[src/rtl/core/line_rasterizer_color_interp_assert.svh]
// Assertion macros for the line rasterizer.
// Both expect signals named clk and arst_n in the scope of use.
`ifndef LINE_RASTERIZER_COLOR_INTERP_ASSERT_SVH
`define LINE_RASTERIZER_COLOR_INTERP_ASSERT_SVH

// Consequent must hold in the same cycle as the antecedent.
`define LCIC_ASSERT_NOW(lbl, ante, cons, msg) \
	lbl: assert property (@(posedge clk) disable iff (!arst_n) (ante) |-> (cons)) \
		else $error(msg);

// Consequent must hold in the cycle after the antecedent.
`define LCIC_ASSERT_NEXT(lbl, ante, cons, msg) \
	lbl: assert property (@(posedge clk) disable iff (!arst_n) (ante) |=> (cons)) \
		else $error(msg);

`endif

[src/rtl/core/lcic_pkg.sv]
`timescale 1ns / 1ps

package lcic_pkg;

	localparam int COORD_W         = 9;
	localparam int MAJOR_W         = 10;
	localparam int CHAN_W          = 8;
	localparam int ADDR_W          = 20;
	localparam int DEC_W           = 12;
	localparam int EAST_W          = 11;
	localparam int SCREEN_SIZE_DEF = 512;
	localparam int DIV_CNT_W       = $clog2(CHAN_W);

	localparam logic [DIV_CNT_W-1:0] DIV_LAST      = DIV_CNT_W'(CHAN_W - 1);
	localparam logic [CHAN_W-1:0]    COLOR_OPAQUE  = '1;

	// command codes
	localparam logic OP_LOAD = 1'b0;
	localparam logic OP_STEP = 1'b1;

	typedef struct packed {
		logic              operation;
		logic [COORD_W-1:0] start_x;
		logic [COORD_W-1:0] start_y;
		logic [COORD_W-1:0] end_x;
		logic [COORD_W-1:0] end_y;
		logic [CHAN_W-1:0]  start_red;
		logic [CHAN_W-1:0]  start_green;
		logic [CHAN_W-1:0]  start_blue;
		logic [CHAN_W-1:0]  start_alpha;
		logic [CHAN_W-1:0]  end_red;
		logic [CHAN_W-1:0]  end_green;
		logic [CHAN_W-1:0]  end_blue;
	} lcic_cmd_t;

	typedef struct packed {
		logic [COORD_W-1:0] pixel_x;
		logic [COORD_W-1:0] pixel_y;
		logic [ADDR_W-1:0]  pixel_address;
		logic [CHAN_W-1:0]  pixel_red;
		logic [CHAN_W-1:0]  pixel_green;
		logic [CHAN_W-1:0]  pixel_blue;
		logic [CHAN_W-1:0]  pixel_alpha;
		logic               last_pixel;
	} lcic_pixel_t;

	typedef struct packed {
		logic [CHAN_W-1:0] red;
		logic [CHAN_W-1:0] green;
		logic [CHAN_W-1:0] blue;
	} lcic_rgb_t;

	// line set-up; decision and diagonal increment are two's complement
	typedef struct packed {
		logic [COORD_W-1:0] major_pos;
		logic [COORD_W-1:0] minor_pos;
		logic [COORD_W-1:0] major_end;
		logic [COORD_W-1:0] major_span;
		logic [DEC_W-1:0]   decision;
		logic [EAST_W-1:0]  east_inc;
		logic [DEC_W-1:0]   diag_inc;
		logic               axes_swapped;
		logic               minor_down;
		lcic_rgb_t          cur_rgb;
		lcic_rgb_t          tgt_rgb;
		logic [CHAN_W-1:0]  alpha;
	} lcic_line_t;

	typedef struct packed {
		logic start;
		logic shift;
	} lcic_div_ctrl_t;

	typedef enum logic [1:0] {
		ST_READY,
		ST_DIVIDE,
		ST_WRITE
	} lcic_state_t;

endpackage

[src/rtl/core/lcic_setup.sv]
`timescale 1ns / 1ps

module lcic_setup import lcic_pkg::*; (
	input  lcic_cmd_t  cmd,
	output lcic_line_t setup_line
);

	logic [COORD_W:0]   dx_raw, dy_raw, dmaj, dmin;
	logic [COORD_W-1:0] adx, ady, a0, a1, b0, b1, span, dmin_abs;
	logic               swapped, reverse, down;
	lcic_rgb_t          rgb_start, rgb_end;

	always_comb begin
		dx_raw  = {1'b0, cmd.end_x} - {1'b0, cmd.start_x};
		dy_raw  = {1'b0, cmd.end_y} - {1'b0, cmd.start_y};
		adx     = dx_raw[COORD_W] ? COORD_W'(-dx_raw) : dx_raw[COORD_W-1:0];
		ady     = dy_raw[COORD_W] ? COORD_W'(-dy_raw) : dy_raw[COORD_W-1:0];
		// steep line: y becomes the major axis; a tie stays on x
		swapped = adx < ady;
		a0      = swapped ? cmd.start_y : cmd.start_x;
		b0      = swapped ? cmd.start_x : cmd.start_y;
		a1      = swapped ? cmd.end_y   : cmd.end_x;
		b1      = swapped ? cmd.end_x   : cmd.end_y;
		// walk always runs up the major axis: trade end points if needed
		dmaj    = {1'b0, a1} - {1'b0, a0};
		reverse = dmaj[COORD_W];
		span    = reverse ? COORD_W'(-dmaj) : dmaj[COORD_W-1:0];
		dmin    = reverse ? ({1'b0, b0} - {1'b0, b1}) : ({1'b0, b1} - {1'b0, b0});
		down    = dmin[COORD_W];
		dmin_abs = down ? COORD_W'(-dmin) : dmin[COORD_W-1:0];

		rgb_start = '{red: cmd.start_red, green: cmd.start_green, blue: cmd.start_blue};
		rgb_end   = '{red: cmd.end_red,   green: cmd.end_green,   blue: cmd.end_blue};

		setup_line.major_pos    = reverse ? a1 : a0;
		setup_line.minor_pos    = reverse ? b1 : b0;
		setup_line.major_end    = reverse ? a0 : a1;
		setup_line.major_span   = span;
		setup_line.decision     = DEC_W'({dmin_abs, 1'b0}) - DEC_W'(span);
		setup_line.east_inc     = EAST_W'({dmin_abs, 1'b0});
		setup_line.diag_inc     = DEC_W'({dmin_abs, 1'b0}) - DEC_W'({span, 1'b0});
		setup_line.axes_swapped = swapped;
		setup_line.minor_down   = down;
		setup_line.cur_rgb      = reverse ? rgb_end   : rgb_start;
		setup_line.tgt_rgb      = reverse ? rgb_start : rgb_end;
		setup_line.alpha        = cmd.start_alpha;
	end

endmodule

[src/rtl/core/lcic_div_lane.sv]
`timescale 1ns / 1ps

module lcic_div_lane import lcic_pkg::*; (
	input  logic               clk,
	input  lcic_div_ctrl_t     ctrl,
	input  logic [CHAN_W-1:0]  cur,
	input  logic [CHAN_W-1:0]  tgt,
	input  logic [COORD_W-1:0] span,
	output logic [CHAN_W-1:0]  result
);

	logic [CHAN_W-1:0]  cur_q, num_q;
	logic [COORD_W-1:0] rem_q, rem_next;
	logic               neg_q, q_bit;
	logic [COORD_W:0]   trial;

	// restoring division, one quotient bit per cycle; num_q turns into the quotient
	always_comb begin
		trial    = {rem_q, num_q[CHAN_W-1]};
		q_bit    = trial >= {1'b0, span};
		rem_next = q_bit ? COORD_W'(trial - {1'b0, span}) : trial[COORD_W-1:0];
	end

	always_ff @(posedge clk) begin
		if (ctrl.start) begin
			cur_q <= cur;
			neg_q <= tgt < cur;
			num_q <= (tgt < cur) ? (cur - tgt) : (tgt - cur);
			rem_q <= '0;
		end else if (ctrl.shift) begin
			rem_q <= rem_next;
			num_q <= {num_q[CHAN_W-2:0], q_bit};
		end
	end

	// floor rounding: a negative quotient with a remainder drops one more
	assign result = neg_q ? (cur_q - num_q - CHAN_W'(|rem_q)) : (cur_q + num_q);

endmodule

[src/rtl/core/line_rasterizer_color_interp.sv]
// Bresenham line rasterizer with per-pixel colour interpolation.
// Command channel (cmd_valid / cmd_ready / cmd): a load beat sets up a line from
// its two end points and colours and gives no pixel; a step beat asks for the
// next pixel of the active line. A step while no line is active is dropped.
// Pixel channel (pixel_valid / pixel_ready / pixel): one beat per step with the
// coordinates, byte address 4*(x + y*SCREEN_SIZE), colour and a last flag. A line
// yields max(span, 1) pixels and, unless its span is zero, leaves out its end point.
// A pixel is registered and shown in the cycle after its step beat is taken.
// After a step the three colour channels are advanced by three bit-serial
// dividers working side by side, one quotient bit per cycle; the sequencer runs
// its divide state, then its write-back state, and takes no command until it is
// ready again; a zero-span step, a load and a dropped step skip the divide.
// The pixel register lets the next step's work run while a pixel waits; a
// stalled receiver holds the pixel and blocks only the next step or load.
// Reset clears the active flag, the sequencer and the pixel valid; no line is
// active until the first load.
`timescale 1ns / 1ps
`include "line_rasterizer_color_interp_assert.svh"

module line_rasterizer_color_interp import lcic_pkg::*; #(
	parameter int SCREEN_SIZE = SCREEN_SIZE_DEF
) (
	input  logic        clk,
	input  logic        arst_n,
	input  logic        cmd_valid,
	output logic        cmd_ready,
	input  lcic_cmd_t   cmd,
	output logic        pixel_valid,
	input  logic        pixel_ready,
	output lcic_pixel_t pixel
);

	lcic_state_t           state_q, state_next;
	logic [DIV_CNT_W-1:0]  div_cnt_q;
	logic                  busy_q;
	logic                  pixel_valid_q;
	lcic_pixel_t           pixel_q, pixel_build;

	// line state
	logic [MAJOR_W-1:0]    major_pos_q;
	logic [COORD_W-1:0]    minor_pos_q, major_end_q, span_q;
	logic [DEC_W-1:0]      dec_q, diag_q;
	logic [EAST_W-1:0]     east_q;
	logic                  axes_swapped_q, minor_down_q;
	lcic_rgb_t             cur_rgb_q, tgt_rgb_q, next_rgb;
	logic [CHAN_W-1:0]     alpha_q;

	lcic_line_t            setup_line;
	lcic_div_ctrl_t        div_ctrl;

	logic                  cmd_fire, load_fire, step_fire, need_div, last_pix;
	logic [COORD_W-1:0]    px, py;
	logic [ADDR_W-1:0]     row_off;

	lcic_setup u_setup (
		.cmd        (cmd),
		.setup_line (setup_line)
	);

	lcic_div_lane u_div_red (
		.clk    (clk),
		.ctrl   (div_ctrl),
		.cur    (cur_rgb_q.red),
		.tgt    (tgt_rgb_q.red),
		.span   (span_q),
		.result (next_rgb.red)
	);

	lcic_div_lane u_div_green (
		.clk    (clk),
		.ctrl   (div_ctrl),
		.cur    (cur_rgb_q.green),
		.tgt    (tgt_rgb_q.green),
		.span   (span_q),
		.result (next_rgb.green)
	);

	lcic_div_lane u_div_blue (
		.clk    (clk),
		.ctrl   (div_ctrl),
		.cur    (cur_rgb_q.blue),
		.tgt    (tgt_rgb_q.blue),
		.span   (span_q),
		.result (next_rgb.blue)
	);

	// Command decode. Only a step on an active line makes a pixel, and only a
	// non-zero span needs the dividers.
	assign cmd_fire  = cmd_valid && cmd_ready;
	assign load_fire = cmd_fire && (cmd.operation == OP_LOAD);
	assign step_fire = cmd_fire && (cmd.operation == OP_STEP) && busy_q;
	assign need_div  = step_fire && (span_q != '0);

	// Next state: divide until the quotient has a bit for every channel bit, then write back.
	always_comb begin
		state_next = state_q;
		unique case (state_q)
			ST_READY:  if (need_div) state_next = ST_DIVIDE;
			ST_DIVIDE: if (div_cnt_q == DIV_LAST) state_next = ST_WRITE;
			ST_WRITE:  state_next = ST_READY;
			default:   state_next = ST_READY;
		endcase
	end

	// Outputs: take a command only with the pixel register free or draining.
	always_comb begin
		cmd_ready      = 1'b0;
		div_ctrl.start = 1'b0;
		div_ctrl.shift = 1'b0;
		unique case (state_q)
			ST_READY: begin
				cmd_ready      = !pixel_valid_q || pixel_ready;
				div_ctrl.start = need_div;
			end
			ST_DIVIDE: div_ctrl.shift = 1'b1;
			ST_WRITE:  ;
			default:   ;
		endcase
	end

	// Pixel assembly from the current walk position.
	always_comb begin
		px       = axes_swapped_q ? minor_pos_q : major_pos_q[COORD_W-1:0];
		py       = axes_swapped_q ? major_pos_q[COORD_W-1:0] : minor_pos_q;
		row_off  = ADDR_W'(py) * ADDR_W'(SCREEN_SIZE);
		last_pix = ({1'b0, major_pos_q} + (MAJOR_W + 1)'(1)) >=
			(MAJOR_W + 1)'(major_end_q);

		pixel_build.pixel_x       = px;
		pixel_build.pixel_y       = py;
		pixel_build.pixel_address = (ADDR_W'(px) + row_off) << 2;
		pixel_build.pixel_red     = cur_rgb_q.red;
		pixel_build.pixel_green   = cur_rgb_q.green;
		pixel_build.pixel_blue    = cur_rgb_q.blue;
		pixel_build.pixel_alpha   = alpha_q;
		pixel_build.last_pixel    = last_pix;
	end

	// Control registers.
	always_ff @(posedge clk or negedge arst_n) begin
		if (!arst_n) begin
			state_q       <= ST_READY;
			div_cnt_q     <= '0;
			busy_q        <= 1'b0;
			pixel_valid_q <= 1'b0;
		end else begin
			state_q <= state_next;
			if (state_q == ST_DIVIDE) begin
				div_cnt_q <= div_cnt_q + DIV_CNT_W'(1);
			end
			if (load_fire) begin
				busy_q <= 1'b1;
			end else if (step_fire && last_pix) begin
				busy_q <= 1'b0;
			end
			if (step_fire) begin
				pixel_valid_q <= 1'b1;
			end else if (pixel_ready) begin
				pixel_valid_q <= 1'b0;
			end
		end
	end

	// Line state and pixel register.
	always_ff @(posedge clk) begin
		if (load_fire) begin
			major_pos_q    <= MAJOR_W'(setup_line.major_pos);
			minor_pos_q    <= setup_line.minor_pos;
			major_end_q    <= setup_line.major_end;
			span_q         <= setup_line.major_span;
			dec_q          <= setup_line.decision;
			east_q         <= setup_line.east_inc;
			diag_q         <= setup_line.diag_inc;
			axes_swapped_q <= setup_line.axes_swapped;
			minor_down_q   <= setup_line.minor_down;
			cur_rgb_q      <= setup_line.cur_rgb;
			tgt_rgb_q      <= setup_line.tgt_rgb;
			alpha_q        <= setup_line.alpha;
		end else if (step_fire) begin
			pixel_q     <= pixel_build;
			major_pos_q <= major_pos_q + MAJOR_W'(1);
			alpha_q     <= COLOR_OPAQUE;
			// advance east while the decision is not positive, else diagonal
			if ($signed(dec_q) <= 0) begin
				dec_q <= dec_q + DEC_W'(east_q);
			end else begin
				dec_q       <= dec_q + diag_q;
				minor_pos_q <= minor_down_q ? (minor_pos_q - COORD_W'(1))
					: (minor_pos_q + COORD_W'(1));
			end
		end else if (state_q == ST_WRITE) begin
			cur_rgb_q <= next_rgb;
		end
	end

	assign pixel_valid = pixel_valid_q;
	assign pixel       = pixel_q;

	`LCIC_ASSERT_NEXT(a_div_entered, need_div, state_q == ST_DIVIDE, "divide not started")
	`LCIC_ASSERT_NEXT(a_last_ends_line, step_fire && last_pix, !busy_q, "line active after last")
	`LCIC_ASSERT_NOW(a_pixel_from_step, $rose(pixel_valid), $past(step_fire), "pixel without step")
	`LCIC_ASSERT_NOW(a_write_count, state_q == ST_WRITE, div_cnt_q == '0, "bad divide count")

endmodule

[config.mk]
export PLATFORM = sky130hd
export DESIGN_NAME = line_rasterizer_color_interp
export DESIGN_NICKNAME = d
export VERILOG_FILES = /design/src/rtl/core/lcic_pkg.sv /design/src/rtl/core/lcic_setup.sv /design/src/rtl/core/lcic_div_lane.sv /design/src/rtl/core/line_rasterizer_color_interp.sv
export VERILOG_INCLUDE_DIRS = /design/src /design/src/rtl/core
export SDC_FILE = /design/constraint.sdc
export NUM_CORES = 1
export LEC_CHECK = 0
export BUFFER_PORTS_ARGS = -buffer_cell sky130_fd_sc_hd__buf_2
export CAP_MARGIN = 20
export CORE_ASPECT_RATIO = 0.9
export CORE_MARGIN = 2
export CORE_UTILIZATION = 58
export CTS_CLUSTER_SIZE = 10
export DETAILED_ROUTE_END_ITERATION = 6
export HOLD_SLACK_MARGIN = 0.15
export PLACE_DENSITY_LB_ADDON = 0.12
export SLEW_MARGIN = 10
export SYNTH_ARGS = -nofsm -noshare
export SYNTH_HDL_FRONTEND = slang
export SYNTH_HIERARCHICAL = 1
export SYNTH_SLANG_ARGS = --single-unit
[constraint.sdc]
create_clock -name clk -period 5.68 [get_ports clk]
set_clock_uncertainty 0.2 [all_clocks]
set_input_delay 0.284 -clock clk [delete_from_list [all_inputs] [get_ports clk]]
set_output_delay 0.284 -clock clk [all_outputs]
set_load 0.02 [all_outputs]
==> flow_summary.json <==
{
  "drt_iter0_drc": 1909,
  "core.rowCount": 67,
  "clock.fmax_ghz": 0.1349,
  "r2r_setup_slack_ns": 1.87,
  "grt_setup_unrepaired": "yes",
  "antenna_found_initial": 0,
  "drc": 0,
  "nNetsFinal": 3282,
  "cts_tree": "done",
  "worst_hold_path_type": "in2reg",
  "wl_per_cell_um": 19.49,
  "synth-edff-count": 231,
  "antenna_left": 0,
  "period_minus_slack_ns": 7.412,
  "grt_pass1_wl_mm": 97.55,
  "post-synth-top-area-cell": "edfxtp_1",
  "drt-vias-per-instance": 5.872,
  "cp_slowest_stage_delay_ns": 0.42,
  "crit_arrival_ns": 7.64,
  "numCtsBuffers": 31,
  "finalSetupViolCount": 109,
  "synth_top_cell_area_share": 0.3134,
  "cts_num_sinks": 266,
  "synth_seq_area_share": 0.3467,
  "post_route_cells_drive_above_1_share": 0.3058,
  "fin_crit_sh": 1.305,
  "worst_setup_path_end_kind": "flip-flop",
  "cp_top_family": "compound AO/OA/AOI/OAI gates",
  "wl_mm": 66.90,
  "die-area_um2": 39740,
  "hpwlAfterDp_mm": 43.18,
  "synth.distinct_cells": 97,
  "drt_pass1_iterations": 6,
  "path_class": "in2reg",
  "gp_congestion": 0.9139,
  "grt_start_max_net_pins": 64,
  "cpMostUsedCell": "o21ai_2",
  "die_y_um": 189.3,
  "critical_path.startpoint_type": "input port",
  "setup_slack_ns": -1.732,
  "overflow": 0,
  "clockBufferDepth": 3,
  "clk_latency_ns": 0.59,
  "die_x_um": 209.9,
  "core_um2": 37390,
  "ys_ff_latch": 266,
  "cp_max_fo": 7,
  "root_buffer": "clkbuf_16",
  "drv_slew": 0,
  "status": "finished with violations",
  "synth_warnings": 6,
  "grt_pass1_vias": 19511,
  "htree_levels": 1,
  "tightest_slew_ns": 0.8749,
  "cpMaxStageDelayCell": "or4_1",
  "failed_checks": "setup timing",
  "slew_headroom": 0.4168,
  "synth_cells": 2422,
  "ys_top_cells_by_area": "edfxtp_1, ha_1, nand2_1",
  "synth_area_um2": 22130,
  "hold_ws_ns": 0.1556,
  "pin_count": 170,
  "syn_area_per_cell_um2": 9.138,
  "grt_use_total": 0.3000,
  "critPathRequiredTime_ns": 5.91,
  "area_growth_syn_to_layout_pct": 31.92,
  "io_buffers": 167,
  "async_flop_share": 0.02632,
  "n_antenna_cell": 0,
  "synth_ff_type": "edfxtp_1",
  "num_vias": 20157,
  "start_util": 0.5920,
  "final_hold_viol_count": 0,
  "clk_pin_slew_ns": 0.06,
  "path_buf_inv": 7,
  "max-cap-violations": 0
}
-- placed cells by master, fill, tap and decap left out, types with 66 or more instances in the layout --
cell type	instances
nand2_1	307
nor2_1	129
buf_4	297
buf_2	163
edfxtp_1	231
inv_1	252
dlygate4sd3_1	66
a21oi_1	112
ha_1	209
o21ai_0	68
-- final cells by class --
cell class                 instances  area (um2)
clock buffer                      55       885.9
clock inverter                     3       20.02
fill                            2354        8192
inverter                         271        1037
multi-input combinational       1778       14440
sequential                       266        7672
tap                              483       604.3
timing repair buffer             577        4534
-- layer usage --
layer | track usage | vias up | routed length, um
met1 | 0.3967 | 9704 | 27660
met5 | 0 | - | 0
met4 | 0.07392 | 0 | 2155
li1 | - | 9484 | -
met3 | 0.03052 | 149 | 3920
met2 | 0.5293 | 820 | 33170
-- tightest hold or removal path, cell delays in order --
cell and delay, ns:
buf_2 0.09, buf_4 0.10, a21oi_2 0.06, buf_4 0.14
mux2i_1 0.12
-- timing repair --
| item | 4_1_cts | 5_1_grt |
|---|---|---|
| buffers inserted | 30 | 48 |
| pin swaps | 77 | 124 |
| gates resized for setup | 73 | 241 |
| hold endpoints to repair | 69 | 0 |
| hold buffers | 66 | 0 |
| setup endpoints to repair | 104 | 112 |
| gates cloned | 4 | 7 |
-- cells in the mapped netlist, drive strengths merged, types with 25 or more instances --
cell type  instances
o21ai            103
nor2b             31
nand3             57
xnor2             88
ha               233
fa                27
mux2              44
nor3              46
xor2              57
a21oi            165
inv              271
buf               58
mux2i             70
clkbuf            52
nor2             147
edfxtp           231
nand2b            30
dfxtp             28
nand2            329
a21o              25
-- state kept, by name, indices dropped and copies added, names as in the netlist, 9 cells and up --
signal / cells
u_div_blue/rem_q: 9
minor_pos_q: 9
diag_q: 12
pixel: 51
east_q: 11
u_div_green/rem_q: 9
major_end_q: 9
major_pos_q: 10
tgt_rgb_q: 24
span_q: 9
u_div_red/rem_q: 9
dec_q: 12
cur_rgb_q: 24
-- path summary, 6_finish.rpt --
path                       startpoint              to  cells past startpoint
setup / recovery              cmd[75]       diag_q[9]                     40
min in group asynchronous      arst_n      state_q[0]                      3
max in group asynchronous      arst_n          busy_q                      3
hold / removal                cmd[81]  major_end_q[7]                      5
setup reg to reg             dec_q[5]        dec_q[8]                     10
hold reg to reg            alpha_q[6]        pixel[7]                      0
-- through the flow --
step,cell area [um2],instances,worst slack (ns),util,setup TNS [ns]
2_1_floorplan,22680,2425,-1.937,-,-47.09
3_3_place_gp,25510,3240,-1.951,0.6823,-99.71
3_5_place_dp,25510,3240,-2.151,0.6823,-118.86
4_1_cts,27760,3396,-1.364,0.7424,-24.62
5_1_grt,29200,3433,-1.900,0.7809,-66.01
6_report,29200,3433,-1.732,0.7809,-46.60
-- logic make-up after synthesis --
logic type | count (synthesis) | synth area share
AOI/OAI and AO/OA | 504 | 0.1533
xor gates and xnor gates | 145 | 0.05772
adders and majority gates | 263 | 0.1576
buffers and inverters | 381 | 0.07417
DFF | 266 | 0.3467
muxes | 114 | 0.05455
other | 2 | 0.0003393
and+or+nand+nor | 747 | 0.1556
Power is left out: the tool's default activity adds up to more than one toggle a clock period on the data nets, which glitch-free logic cannot reach.
